--- src/rtl/vrt_pkg.sv ---
// Package: shared constants and types for the voxel ray traversal block.
package vrt_pkg;
	localparam int FRAC_BITS_DEF = 16;
	localparam int BW = 40;
	localparam logic [BW-1:0] BND_INF = {BW{1'b1}};

	typedef enum logic [2:0] {
		ST_QUERY  = 3'd0,
		ST_SOLID  = 3'd1,
		ST_LEFT   = 3'd2,
		ST_REACH  = 3'd3,
		ST_IGNORE = 3'd4
	} status_t;

	typedef enum logic [2:0] {
		S_IDLE,
		S_DIV,
		S_MUL,
		S_OUT
	} state_t;

	// Divider control between sequencer and divider
	typedef struct packed {
		logic        start;
		logic [19:0] mag;
	} div_req_t;
endpackage

--- src/rtl/vrt_div.sv ---
// Module: radix-2 restoring divider computing 2^(2F) / mag, saturated to 40 bits.
module vrt_div import vrt_pkg::*; #(
	parameter int FRAC_BITS = FRAC_BITS_DEF
) (
	input  logic          clk,
	input  logic          arst_n,
	input  div_req_t      req,
	output logic          done,
	output logic [BW-1:0] quo
);
	localparam int NB = 2*FRAC_BITS + 1;
	localparam int CW = $clog2(NB + 1);
	localparam int QW = (NB > BW) ? NB : BW + 1;

	logic [NB-1:0] num_q;
	logic [NB-1:0] quo_q;
	logic [19:0]   rem_q;
	logic [19:0]   mag_q;
	logic [CW-1:0] cnt_q;
	logic          busy_q;
	logic [20:0]   rem_sh;
	logic [21:0]   diff;
	logic [QW-1:0] quo_ext;

	assign rem_sh = {rem_q, num_q[NB-1]};
	assign diff   = {1'b0, rem_sh} - {2'b0, mag_q};

	// One quotient bit per cycle
	always_ff @(posedge clk or negedge arst_n) begin
		if (!arst_n) begin
			busy_q <= 1'b0;
			cnt_q  <= '0;
			done   <= 1'b0;
		end else begin
			done <= 1'b0;
			if (req.start) begin
				busy_q <= 1'b1;
				cnt_q  <= CW'(NB);
			end else if (busy_q) begin
				cnt_q <= cnt_q - 1'b1;
				if (cnt_q == CW'(1)) begin
					busy_q <= 1'b0;
					done   <= 1'b1;
				end
			end
		end
	end

	always_ff @(posedge clk) begin
		if (req.start) begin
			num_q <= NB'(1) << (2*FRAC_BITS);
			rem_q <= '0;
			quo_q <= '0;
			mag_q <= req.mag;
		end else if (busy_q) begin
			num_q <= num_q << 1;
			if (!diff[21]) begin
				rem_q <= diff[19:0];
				quo_q <= {quo_q[NB-2:0], 1'b1};
			end else begin
				rem_q <= rem_sh[19:0];
				quo_q <= {quo_q[NB-2:0], 1'b0};
			end
		end
	end

	// Saturate (only for a small mag when F is 20 or more)
	always_comb begin
		quo_ext = QW'(quo_q);
		if (quo_ext > QW'(BND_INF)) quo = BND_INF;
		else quo = quo_ext[BW-1:0];
	end
endmodule

--- src/rtl/voxel_ray_traversal_3d.sv ---
// Top level: 3D Amanatides-Woo grid walk with a shared serial divider.
//
// Input channel (in_valid/in_stall): kind 0 starts a ray from origin, dir
// and reach; kind 1 answers the last cell query with cell_present and
// cell_solid. Every input transfer produces exactly one result on the
// output channel (out_valid/out_stall).
// A start transfer runs a serial division on the shared divider for each
// axis with a nonzero direction component and a multiply step for every
// axis; a zero component skips its division. An answer transfer goes
// straight to the output step. Either way the block takes no new item until
// its result has been loaded into the output register.
// The output register holds the result while out_stall is high; the block
// takes the next item meanwhile but holds in_stall high before loading its
// result until the pending result has been transferred.
// Reset clears the walk: the block is idle, last axis none, and an answer
// received before any start returns status ignored.
module voxel_ray_traversal_3d import vrt_pkg::*; #(
	parameter int FRAC_BITS = FRAC_BITS_DEF
) (
	input  logic               clk,
	input  logic               arst_n,
	input  logic               in_valid,
	output logic               in_stall,
	input  logic               kind,
	input  logic signed [31:0] origin_x,
	input  logic signed [31:0] origin_y,
	input  logic signed [31:0] origin_z,
	input  logic signed [19:0] dir_x,
	input  logic signed [19:0] dir_y,
	input  logic signed [19:0] dir_z,
	input  logic [30:0]        reach,
	input  logic               cell_present,
	input  logic               cell_solid,
	output logic               out_valid,
	input  logic               out_stall,
	output logic [2:0]         status,
	output logic signed [15:0] cell_x,
	output logic signed [15:0] cell_y,
	output logic signed [15:0] cell_z,
	output logic signed [1:0]  normal_x,
	output logic signed [1:0]  normal_y,
	output logic signed [1:0]  normal_z
);
	localparam logic [BW-1:0] ONE = BW'(1) << FRAC_BITS;
	localparam int PW = BW + FRAC_BITS;

	state_t state_q, state_d;

	logic               walking_q;
	logic [15:0]        cell_q   [3];
	logic [2:0]         neg_q;
	logic [BW-1:0]      nb_q     [3];
	logic [BW-1:0]      dl_q     [3];
	logic [1:0]         last_q;
	logic [30:0]        reach_q;
	logic [FRAC_BITS-1:0] org_q  [3];
	logic [19:0]        mag_q    [3];
	logic [1:0]         ax_q;
	logic               kind_q, pres_q, solid_q;

	div_req_t      dreq;
	logic          ddone;
	logic [BW-1:0] dquo;
	logic [BW-1:0] span;
	logic [PW-1:0] prod;
	logic          accept;
	logic [1:0]    sel;
	logic [BW-1:0] sum;
	logic [2:0]    st_d;
	logic [15:0]   ocell_d [3];
	logic [1:0]    onorm_d [3];

	assign accept   = in_valid && !in_stall;
	assign in_stall = (state_q != S_IDLE);

	vrt_div #(.FRAC_BITS(FRAC_BITS)) u_div (
		.clk(clk), .arst_n(arst_n), .req(dreq), .done(ddone), .quo(dquo)
	);

	// Sequencer next state
	always_comb begin
		state_d = state_q;
		dreq.start = 1'b0;
		dreq.mag   = mag_q[ax_q];
		case (state_q)
			S_IDLE: if (accept) state_d = kind ? S_OUT : S_DIV;
			S_DIV: begin
				if (mag_q[ax_q] == '0) state_d = S_MUL;
				else if (ddone) state_d = S_MUL;
			end
			S_MUL: state_d = (ax_q == 2'd2) ? S_OUT : S_DIV;
			S_OUT: if (!out_valid || !out_stall) state_d = S_IDLE;
			default: state_d = S_IDLE;
		endcase
		if (state_q == S_MUL && ax_q != 2'd2 && mag_q[ax_q + 2'd1] != '0)
			dreq.start = 1'b1;
		if (state_q == S_IDLE && accept && !kind && dir_x != '0)
			dreq.start = 1'b1;
		if (state_q == S_IDLE) dreq.mag = dir_x[19] ? 20'(-dir_x) : dir_x;
		else if (state_q == S_MUL) dreq.mag = mag_q[ax_q + 2'd1];
	end

	// Boundary multiply for the axis being set up
	always_comb begin
		logic [BW-1:0] dl;
		logic [BW-1:0] frac;
		dl   = (mag_q[ax_q] == '0) ? BND_INF : dquo;
		frac = BW'(org_q[ax_q]);
		span = neg_q[ax_q] ? frac : (ONE - frac);
		prod = PW'(dl) * PW'(span);
	end

	// Step choice and result for a start or an answer
	always_comb begin
		logic [BW:0] s;
		if (nb_q[0] < nb_q[1]) sel = (nb_q[0] < nb_q[2]) ? 2'd0 : 2'd2;
		else                   sel = (nb_q[1] < nb_q[2]) ? 2'd1 : 2'd2;
		s   = {1'b0, nb_q[sel]} + {1'b0, dl_q[sel]};
		sum = (s > {1'b0, BND_INF}) ? BND_INF : s[BW-1:0];
		for (int i = 0; i < 3; i++) begin
			ocell_d[i] = cell_q[i];
			onorm_d[i] = 2'b00;
		end
		if (!kind_q) begin
			st_d = ST_QUERY;
		end else if (!walking_q) begin
			st_d = ST_IGNORE;
			for (int i = 0; i < 3; i++) ocell_d[i] = '0;
		end else if (!pres_q || solid_q) begin
			st_d = !pres_q ? ST_LEFT : ST_SOLID;
			if (last_q != 2'd3) onorm_d[last_q] = neg_q[last_q] ? 2'b01 : 2'b11;
		end else begin
			ocell_d[sel] = neg_q[sel] ? cell_q[sel] - 16'd1 : cell_q[sel] + 16'd1;
			st_d = (nb_q[sel] > BW'(reach_q)) ? ST_REACH : ST_QUERY;
		end
	end

	always_ff @(posedge clk or negedge arst_n) begin
		if (!arst_n) begin
			state_q   <= S_IDLE;
			walking_q <= 1'b0;
			last_q    <= 2'd3;
			out_valid <= 1'b0;
			ax_q      <= '0;
		end else begin
			state_q <= state_d;
			if (state_q == S_OUT && (!out_valid || !out_stall)) out_valid <= 1'b1;
			else if (out_valid && !out_stall) out_valid <= 1'b0;
			case (state_q)
				S_IDLE: if (accept) ax_q <= '0;
				S_MUL: ax_q <= ax_q + 2'd1;
				S_OUT: if (!out_valid || !out_stall) begin
					if (!kind_q) begin
						walking_q <= 1'b1;
						last_q    <= 2'd3;
					end else if (walking_q) begin
						if (!pres_q || solid_q) walking_q <= 1'b0;
						else begin
							last_q <= sel;
							if (st_d == ST_REACH) walking_q <= 1'b0;
						end
					end
				end
				default: ;
			endcase
		end
	end

	// Datapath registers
	always_ff @(posedge clk) begin
		case (state_q)
			S_IDLE: if (accept) begin
				kind_q  <= kind;
				pres_q  <= cell_present;
				solid_q <= cell_solid;
				if (!kind) begin
					org_q[0] <= origin_x[FRAC_BITS-1:0];
					org_q[1] <= origin_y[FRAC_BITS-1:0];
					org_q[2] <= origin_z[FRAC_BITS-1:0];
					mag_q[0] <= dir_x[19] ? 20'(-dir_x) : dir_x;
					mag_q[1] <= dir_y[19] ? 20'(-dir_y) : dir_y;
					mag_q[2] <= dir_z[19] ? 20'(-dir_z) : dir_z;
					neg_q    <= {!(dir_z > 0), !(dir_y > 0), !(dir_x > 0)};
					reach_q  <= reach;
					cell_q[0] <= 16'(origin_x >>> FRAC_BITS);
					cell_q[1] <= 16'(origin_y >>> FRAC_BITS);
					cell_q[2] <= 16'(origin_z >>> FRAC_BITS);
				end
			end
			S_MUL: begin
				dl_q[ax_q] <= (mag_q[ax_q] == '0) ? BND_INF : dquo;
				nb_q[ax_q] <= (mag_q[ax_q] == '0 || dquo == BND_INF) ? BND_INF
				              : prod[BW+FRAC_BITS-1:FRAC_BITS];
			end
			S_OUT: if (!out_valid || !out_stall) begin
				status   <= st_d;
				cell_x   <= ocell_d[0];
				cell_y   <= ocell_d[1];
				cell_z   <= ocell_d[2];
				normal_x <= onorm_d[0];
				normal_y <= onorm_d[1];
				normal_z <= onorm_d[2];
				if (kind_q && walking_q && pres_q && !solid_q) begin
					cell_q[sel] <= ocell_d[sel];
					nb_q[sel]   <= sum;
				end
			end
			default: ;
		endcase
	end
endmodule

--- config.mk ---
export PLATFORM = sky130hd
export DESIGN_NAME = voxel_ray_traversal_3d
export DESIGN_NICKNAME = d
export VERILOG_FILES = /design/src/rtl/vrt_pkg.sv /design/src/rtl/vrt_div.sv /design/src/rtl/voxel_ray_traversal_3d.sv
export SDC_FILE = /design/constraint.sdc
export NUM_CORES = 2
export LEC_CHECK = 0
export BUFFER_PORTS_ARGS = -buffer_cell sky130_fd_sc_hd__buf_2
export CORE_UTILIZATION = 60
export CTS_CLUSTER_DIAMETER = 150
export DETAILED_ROUTE_END_ITERATION = 7
export PLACE_DENSITY = 0.78
export SLEW_MARGIN = 0
export SYNTH_ARGS = -nofsm -noshare
export SYNTH_HDL_FRONTEND = slang
export SYNTH_SLANG_ARGS = --single-unit
--- constraint.sdc ---
create_clock -name clk -period 22.2 [get_ports clk]
set_input_delay 1.11 -clock clk [delete_from_list [all_inputs] [get_ports clk]]
set_output_delay 1.11 -clock clk [all_outputs]
set_load 0.01 [all_outputs]
Word-level counts from Yosys, hierarchy flattened

Memories as Yosys holds them, arrays and structs flattened.
Index checks and enable logic that the tools add are counted.
W data, S select, Z words.

Register bits: 185
Bits in writable memories: 396
Bits of input ports: 194
Output and inout port bits: 59
Logic and storage cells: 195
Memories: 5

Add/sub/neg operators: 10
Multiply operators: 1
Magnitude comparators: 15
Equal/unequal tests: 13
Muxes and demuxes: 82
Bitwise gates (word level): 4
Reductions and logical operators: 41

Memories:

| memory | words | width | rd ports | clocked after memory_dff | wr ports | RTL line                     | RTL |
|---|---|---|---|---|---|---|---|
| dl_q   | 3     | 40    | 1        | 0                        | 1        | voxel_ray_traversal_3d.sv:53 | `logic [BW-1:0] dl_q [3];` |
| nb_q   | 3     | 40    | 4        | 0                        | 1        | voxel_ray_traversal_3d.sv:52 | `logic [BW-1:0] nb_q [3];` |
| mag_q  | 3     | 20    | 2        | 0                        | 3        | voxel_ray_traversal_3d.sv:57 | `logic [19:0] mag_q [3];` |
| cell_q | 3     | 16    | 4        | 0                        | 3        | voxel_ray_traversal_3d.sv:50 | `logic [15:0] cell_q [3];` |
| org_q  | 3     | 16    | 1        | 0                        | 3        | voxel_ray_traversal_3d.sv:56 | `logic [FRAC_BITS-1:0] org_q [3];` |

Operators by type and width:

| kind                     | number |
|---|---|
| $mux W40                 | 5 |
| $mux W48                 | 3 |
| $lt A40 B40 Y1           | 3 |
| $mux W20                 | 6 |
| $mux W16                 | 5 |
| $gt A20 B1 Y1 const B    | 3 |
| $neg A20 Y20             | 3 |
| $mul A40 B40 Y56         | 1 |
| $bwmux W48               | 1 |
| $add A40 B40 Y41         | 1 |
| $gt A41 B40 Y1 const B   | 1 |
| $gt A40 B31 Y1           | 1 |
| $reduce_bool A20 Y1      | 2 |
| $reduce_or A40 Y1        | 1 |
| $bmux W16 S2             | 1 |
| $demux W16 S2            | 1 |
| $mux W2                  | 16 |
| $mux W1                  | 30 |
| $sub A21 B20 Y22         | 1 |
| $logic_not A20 Y1        | 1 |
| $mux W3                  | 6 |
| $sub A17 B16 Y18 const A | 1 |
| $add A16 B1 Y16 const B  | 1 |
| $reduce_or A16 Y1        | 1 |
| other kinds (30)         | 71 |

Depth between registers and ports, before layout

An unclocked memory read counts as a cell.

Depth after elaboration: 17
Gate-level depth with buffers: 41
Mapped depth without buffers: 38

Hierarchy

A second synthesis with hierarchy kept.

Cell total of the unflattened synthesis: 5558
Area total of the unflattened synthesis: 54483.5 um^2

By module, submodules not included:

| module                 | times used | cells each | area each (um^2) | sequential area each (um^2) |
|---|---|---|---|---|
| voxel_ray_traversal_3d | 1          | 5104       | 50156.9          | 14916.8 |
| vrt_div                | 1          | 454        | 4326.6           | 1881.8 |

Worst setup path after synthesis

Ideal clock, no wire load.

Kind: flip-flop to flip-flop
Start: register ax_q[0]
End: memory nb_q[0][38] (data pin)
Setup time: 200 ps
Arrival: 9805 ps
Required time: 22000 ps
Setup slack: 12195 ps
Stages on the path, launching flop included: 39
Buffers on the path: 6
Period minus slack after synthesis: 10005 ps
Path through: dfrtp_1 -> clkbuf_1 -> clkbuf_1 -> buf_1 -> mux2i_1 -> nor2_1 -> a21oi_1 -> nand4_1 -> nor3_1 -> clkbuf_1 -> clkbuf_1 -> nor2_1 -> clkbuf_1 -> nor2_1 -> fa_1 -> fa_1 -> inv_1 -> fa_1 -> [... 3 more ...] -> fa_1 -> fa_1 -> inv_1 -> fa_1 -> inv_1 -> ha_1 -> a21oi_1 -> o22ai_1 -> o21ai_0 -> nand2b_1 -> a21o_1 -> a21o_1 -> o211ai_1 -> a21oi_1 -> a31oi_1 -> o21ai_0 -> and4_1 -> a211oi_1

Cells in the longest elaborated chain, start to end: 6
Elaborated cells between the ends (all ways): 11
Those cells by class: add/sub: 1; mul: 1; mux: 6; reduce/logical: 1; memory: 2

RTL lines:

| item                                     | RTL line                                                     | RTL |
|---|---|---|
| start: declaration                       | voxel_ray_traversal_3d.sv:58                                 | `logic [1:0] ax_q;` |
| start signal: assignment                 | voxel_ray_traversal_3d.sv:151                                | `S_MUL: ax_q <= ax_q + 2'd1;` |
| $mem_v2 Z3 W16 (tied with other cells)   | --                                                           |  |
| $sub A17 B16 Y18 (tied with other cells) | voxel_ray_traversal_3d.sv:109                                | `span = neg_q[ax_q] ? frac : (ONE - frac);` |
| $mux W40, on equally long branches       | voxel_ray_traversal_3d.sv:109, voxel_ray_traversal_3d.sv:107 |  |
| $mul A40 B40 Y56                         | voxel_ray_traversal_3d.sv:110                                | `prod = PW'(dl) * PW'(span);` |
| $mux W40 *                               | voxel_ray_traversal_3d.sv:192                                | `nb_q[ax_q] <= (mag_q[ax_q] == '0 \|\| dquo == BND_INF) ? BND_INF` |
| $mux W40 (no line) *                     | --                                                           |  |
| end: declaration                         | voxel_ray_traversal_3d.sv:52                                 |  |

Mark *: on every way between the ends. The rest lies on a longest branch, timed or not. The select of a mux whose other input is x is not followed.

Worst setup path in the final report

Start: register ax_q[0]
End: memory nb_q[1][38] (data pin)

The elaborated chain is that of the path after synthesis.

==> flow_summary.rst <==
.. list-table::
   :header-rows: 1

   * - Metric
     - Value
   * - Maximum frequency from static timing analysis
     - 88.2 MHz
   * - Nets@finish
     - 6844
   * - Post CTS Setup Buffer Count
     - 0
   * - Final setup viols
     - 0
   * - Number of cells traversed by the worst register-to-register path
     - 38
   * - Library cell with the highest instance count after synthesis
     - sky130_fd_sc_hd__inv_1
   * - Startpoint type of the worst setup path
     - flop
   * - Buffer and inverter count on the worst path
     - 12
   * - Hold Violations, Final
     - 0
   * - Clock latency at the later pin of the worst-skew pair
     - 0.63 ns
   * - Worst Path Class, Setup
     - flop to flop
   * - Overall die area
     - 88900 µm²
   * - Mean area per synthesized cell
     - 9.77 µm²
   * - Global-route wire length before repair
     - 227000 µm
   * - Share of the cycle needed by the critical path after routing
     - 0.510
   * - Largest net degree at the start of global routing
     - 78
   * - Synth warn
     - 0
   * - CTS tree
     - built
   * - Standard-cell row count
     - 108
   * - Number of global-route vias before repair
     - 41300
   * - Delay of the slowest critical-path stage
     - 0.74 ns
   * - Layout cell share with drive strength beyond 1
     - 0.0891
   * - Logic depth of the worst path, buffers included
     - 38
   * - Setup repair after global routing missed its margin
     - false
   * - Part of the Yosys area used for sequential elements
     - 0.309
   * - Tightest Hold Check Type
     - input pin to async pin
   * - Worst slew slack as a fraction of its limit
     - 0.189
   * - Post-DP HPWL
     - 110000 µm
   * - Critical path required time
     - 22.60 ns
   * - Kind of end point of the critical path
     - flop
   * - Async set-or-reset flop fraction in the synthesized netlist
     - 0.0285
   * - Core ar.
     - 86900 µm²
   * - Number of antenna violations at the first check in global routing
     - 2
   * - Global-route total usage across every layer
     - 0.327
   * - Number of sinks handled by clock tree synthesis
     - 562
   * - Routed via count divided by cell count
     - 6.00
   * - Max Slew Vio Count
     - 0
   * - Die X
     - 298 µm
   * - Critical-path top delay cell
     - sky130_fd_sc_hd__buf_4
   * - Post-Synthesis Net Count
     - 6645
   * - Slew at the pin closest to its max-slew limit
     - 1.21 ns
   * - Number of enable flip-flop cells after synthesis
     - 492
   * - Post-detailed-routing wire length
     - 144000 µm
   * - Number of levels in the clock H-tree
     - 3
   * - Unique masters post-synth
     - 87
   * - Maximum clock path buffer count
     - 3
   * - Cell area after synthesis
     - 52700 µm²
   * - Top post-synthesis cells by area
     - sky130_fd_sc_hd__edfxtp_1 28%, sky130_fd_sc_hd__fa_1 21%, sky130_fd_sc_hd__ha_1 12%
   * - CP max FO
     - 51
   * - Commonest cells in the synthesized netlist
     - 870 x sky130_fd_sc_hd__inv_1, 733 x sky130_fd_sc_hd__nor2_1, 551 x sky130_fd_sc_hd__fa_1
   * - Fin crit period
     - 11.33 ns
   * - Starting density of the core
     - 0.606
   * - Die H
     - 298 µm
   * - Instance count of the mapped netlist
     - 5392
   * - Violation count after the first detailed-routing iteration
     - 3894
   * - Biggest area consumer among synthesized cells
     - sky130_fd_sc_hd__edfxtp_1
   * - Synth top area share
     - 0.281
   * - Flip-flop cell with the highest count after synthesis
     - sky130_fd_sc_hd__edfxtp_1
   * - Number of antenna-violating nets in the routed design
     - 0
   * - Flip-flop and latch count after synthesis
     - 562
   * - Layout Area Growth over Synthesis
     - 9.29%
   * - Clock root buffer master
     - sky130_fd_sc_hd__clkbuf_16
   * - Result of the run
     - complete, no violations
   * - Detailed Routing Iterations Pass 1
     - 8
   * - Detailed-route wire length per cell
     - 21.2 µm
   * - Grt ovf
     - 0
   * - Gpl congestion
     - 0.972
   * - Largest clock skew in the final design
     - 0.0321 ns
   * - TritonCTS Buffers
     - 66
   * - Arrival time at the worst endpoint
     - 11.73 ns
   * - Number of buffers added on ports
     - 252
   * - PostCTS Resize Cnt
     - 0
   * - DRC errors left
     - 0
   * - Max Cap Viol
     - 0
   * - Post-cts hold buffer count
     - 0
   * - Crit path max-delay family
     - adder cells
   * - Overall via count from detail_route
     - 40700
   * - Worst-path clk slew
     - 0.06 ns
   * - Most Frequent Cell on Critical Path
     - sky130_fd_sc_hd__inv_1
   * - Total Neg Setup Slack
     - 0 ns
   * - I/O pins
     - 253
## per-stage QoR
step / setup WS, ns / instances / hold WS, ns / util / instance area [µm²]
2_1_floorplan: 12.19 / 5392 / 0.431 / - / 52700
4_1_cts: 10.97 / 6791 / 0.398 / 0.662 / 57500
3_3_place_gp: 11.28 / 6677 / 0.440 / 0.638 / 55400
6_report: 10.87 / 6793 / 0.414 / 0.662 / 57500
5_1_grt: 10.14 / 6792 / 0.428 / 0.662 / 57500
3_5_place_dp: 11.06 / 6677 / 0.460 / 0.638 / 55400
## state kept, by name, summed over array words and instances (netlist names), 3 cells and up
signal and cells:
u_div.quo_q 33, status 3, dl_q 102, u_div.cnt_q 6, reach_q 31, nb_q 120, u_div.rem_q 20, cell_x 16
org_q 48, neg_q 3, u_div.mag_q 20, cell_y 16, mag_q 60, cell_z 16, cell_q 48
## cells in the final DEF (no fill, tap or decap), types with 96 or more instances in the layout
cell type and n:
sky130_fd_sc_hd__inv_1 868, sky130_fd_sc_hd__nor2_1 732, sky130_fd_sc_hd__fa_1 551, sky130_fd_sc_hd__ha_1 508, sky130_fd_sc_hd__edfxtp_1 492, sky130_fd_sc_hd__nand2_1 438, sky130_fd_sc_hd__buf_2 253, sky130_fd_sc_hd__a21oi_1 228
sky130_fd_sc_hd__o21ai_0 149, sky130_fd_sc_hd__xnor2_1 104, sky130_fd_sc_hd__mux2i_1 96
## cells by family after synthesis
kind of cell | Yosys count | share of synthesized area
flops | 562 | 0.309
buf+inv | 1081 | 0.0771
fa+ha+maj | 1059 | 0.330
xor+xnor | 165 | 0.0274
compound gates | 886 | 0.110
simple gates | 1530 | 0.125
mux | 109 | 0.0210
## worst paths after layout
check                           slack [ns]                    startpoint                      endpoint
worst max register to register       10.87           ax_q[0]$_DFFE_PN0P_         nb_q[1][38]$_DFFE_PP_
min in group clk                      0.49  u_div.num_q[32]$_SDFFE_PN1P_  u_div.num_q[32]$_SDFFE_PN1P_
worst min-delay path                  0.41                        arst_n        state_q[0]$_DFFE_PN0P_
max in group asynchronous            21.47                        arst_n           ax_q[0]$_DFFE_PN0P_
worst max-delay path                 10.87           ax_q[0]$_DFFE_PN0P_         nb_q[1][38]$_DFFE_PP_
worst min register to register        0.49  u_div.num_q[32]$_SDFFE_PN1P_  u_div.num_q[32]$_SDFFE_PN1P_
## routing by layer
| layer | GRT usage | wire (µm) | vias up | share of wire |
|---|---|---|---|---|
| li1 | - | - | 18400 | - |
| met1 | 0.443 | 57800 | 19800 | 0.40 |
| met4 | 0.121 | 5490 | 2 | 0.038 |
| met2 | 0.531 | 67000 | 2127 | 0.47 |
| met3 | 0.0535 | 13700 | 358 | 0.095 |
| met5 | 0 | 13 | - | 0.000090 |
## layout make-up
class	instances	area (µm²)
multi-input combinational	3749	32500
fill	6673	29300
sequential	562	16300
inverter	873	3280
timing repair buffer	339	1910
clock buffer	76	1730
tap	1155	1450
clock inverter	38	369
antenna	1	2.50
Power is left out: the tool's default activity adds up to more than one toggle a clock period on the data nets, which glitch-free logic cannot reach.
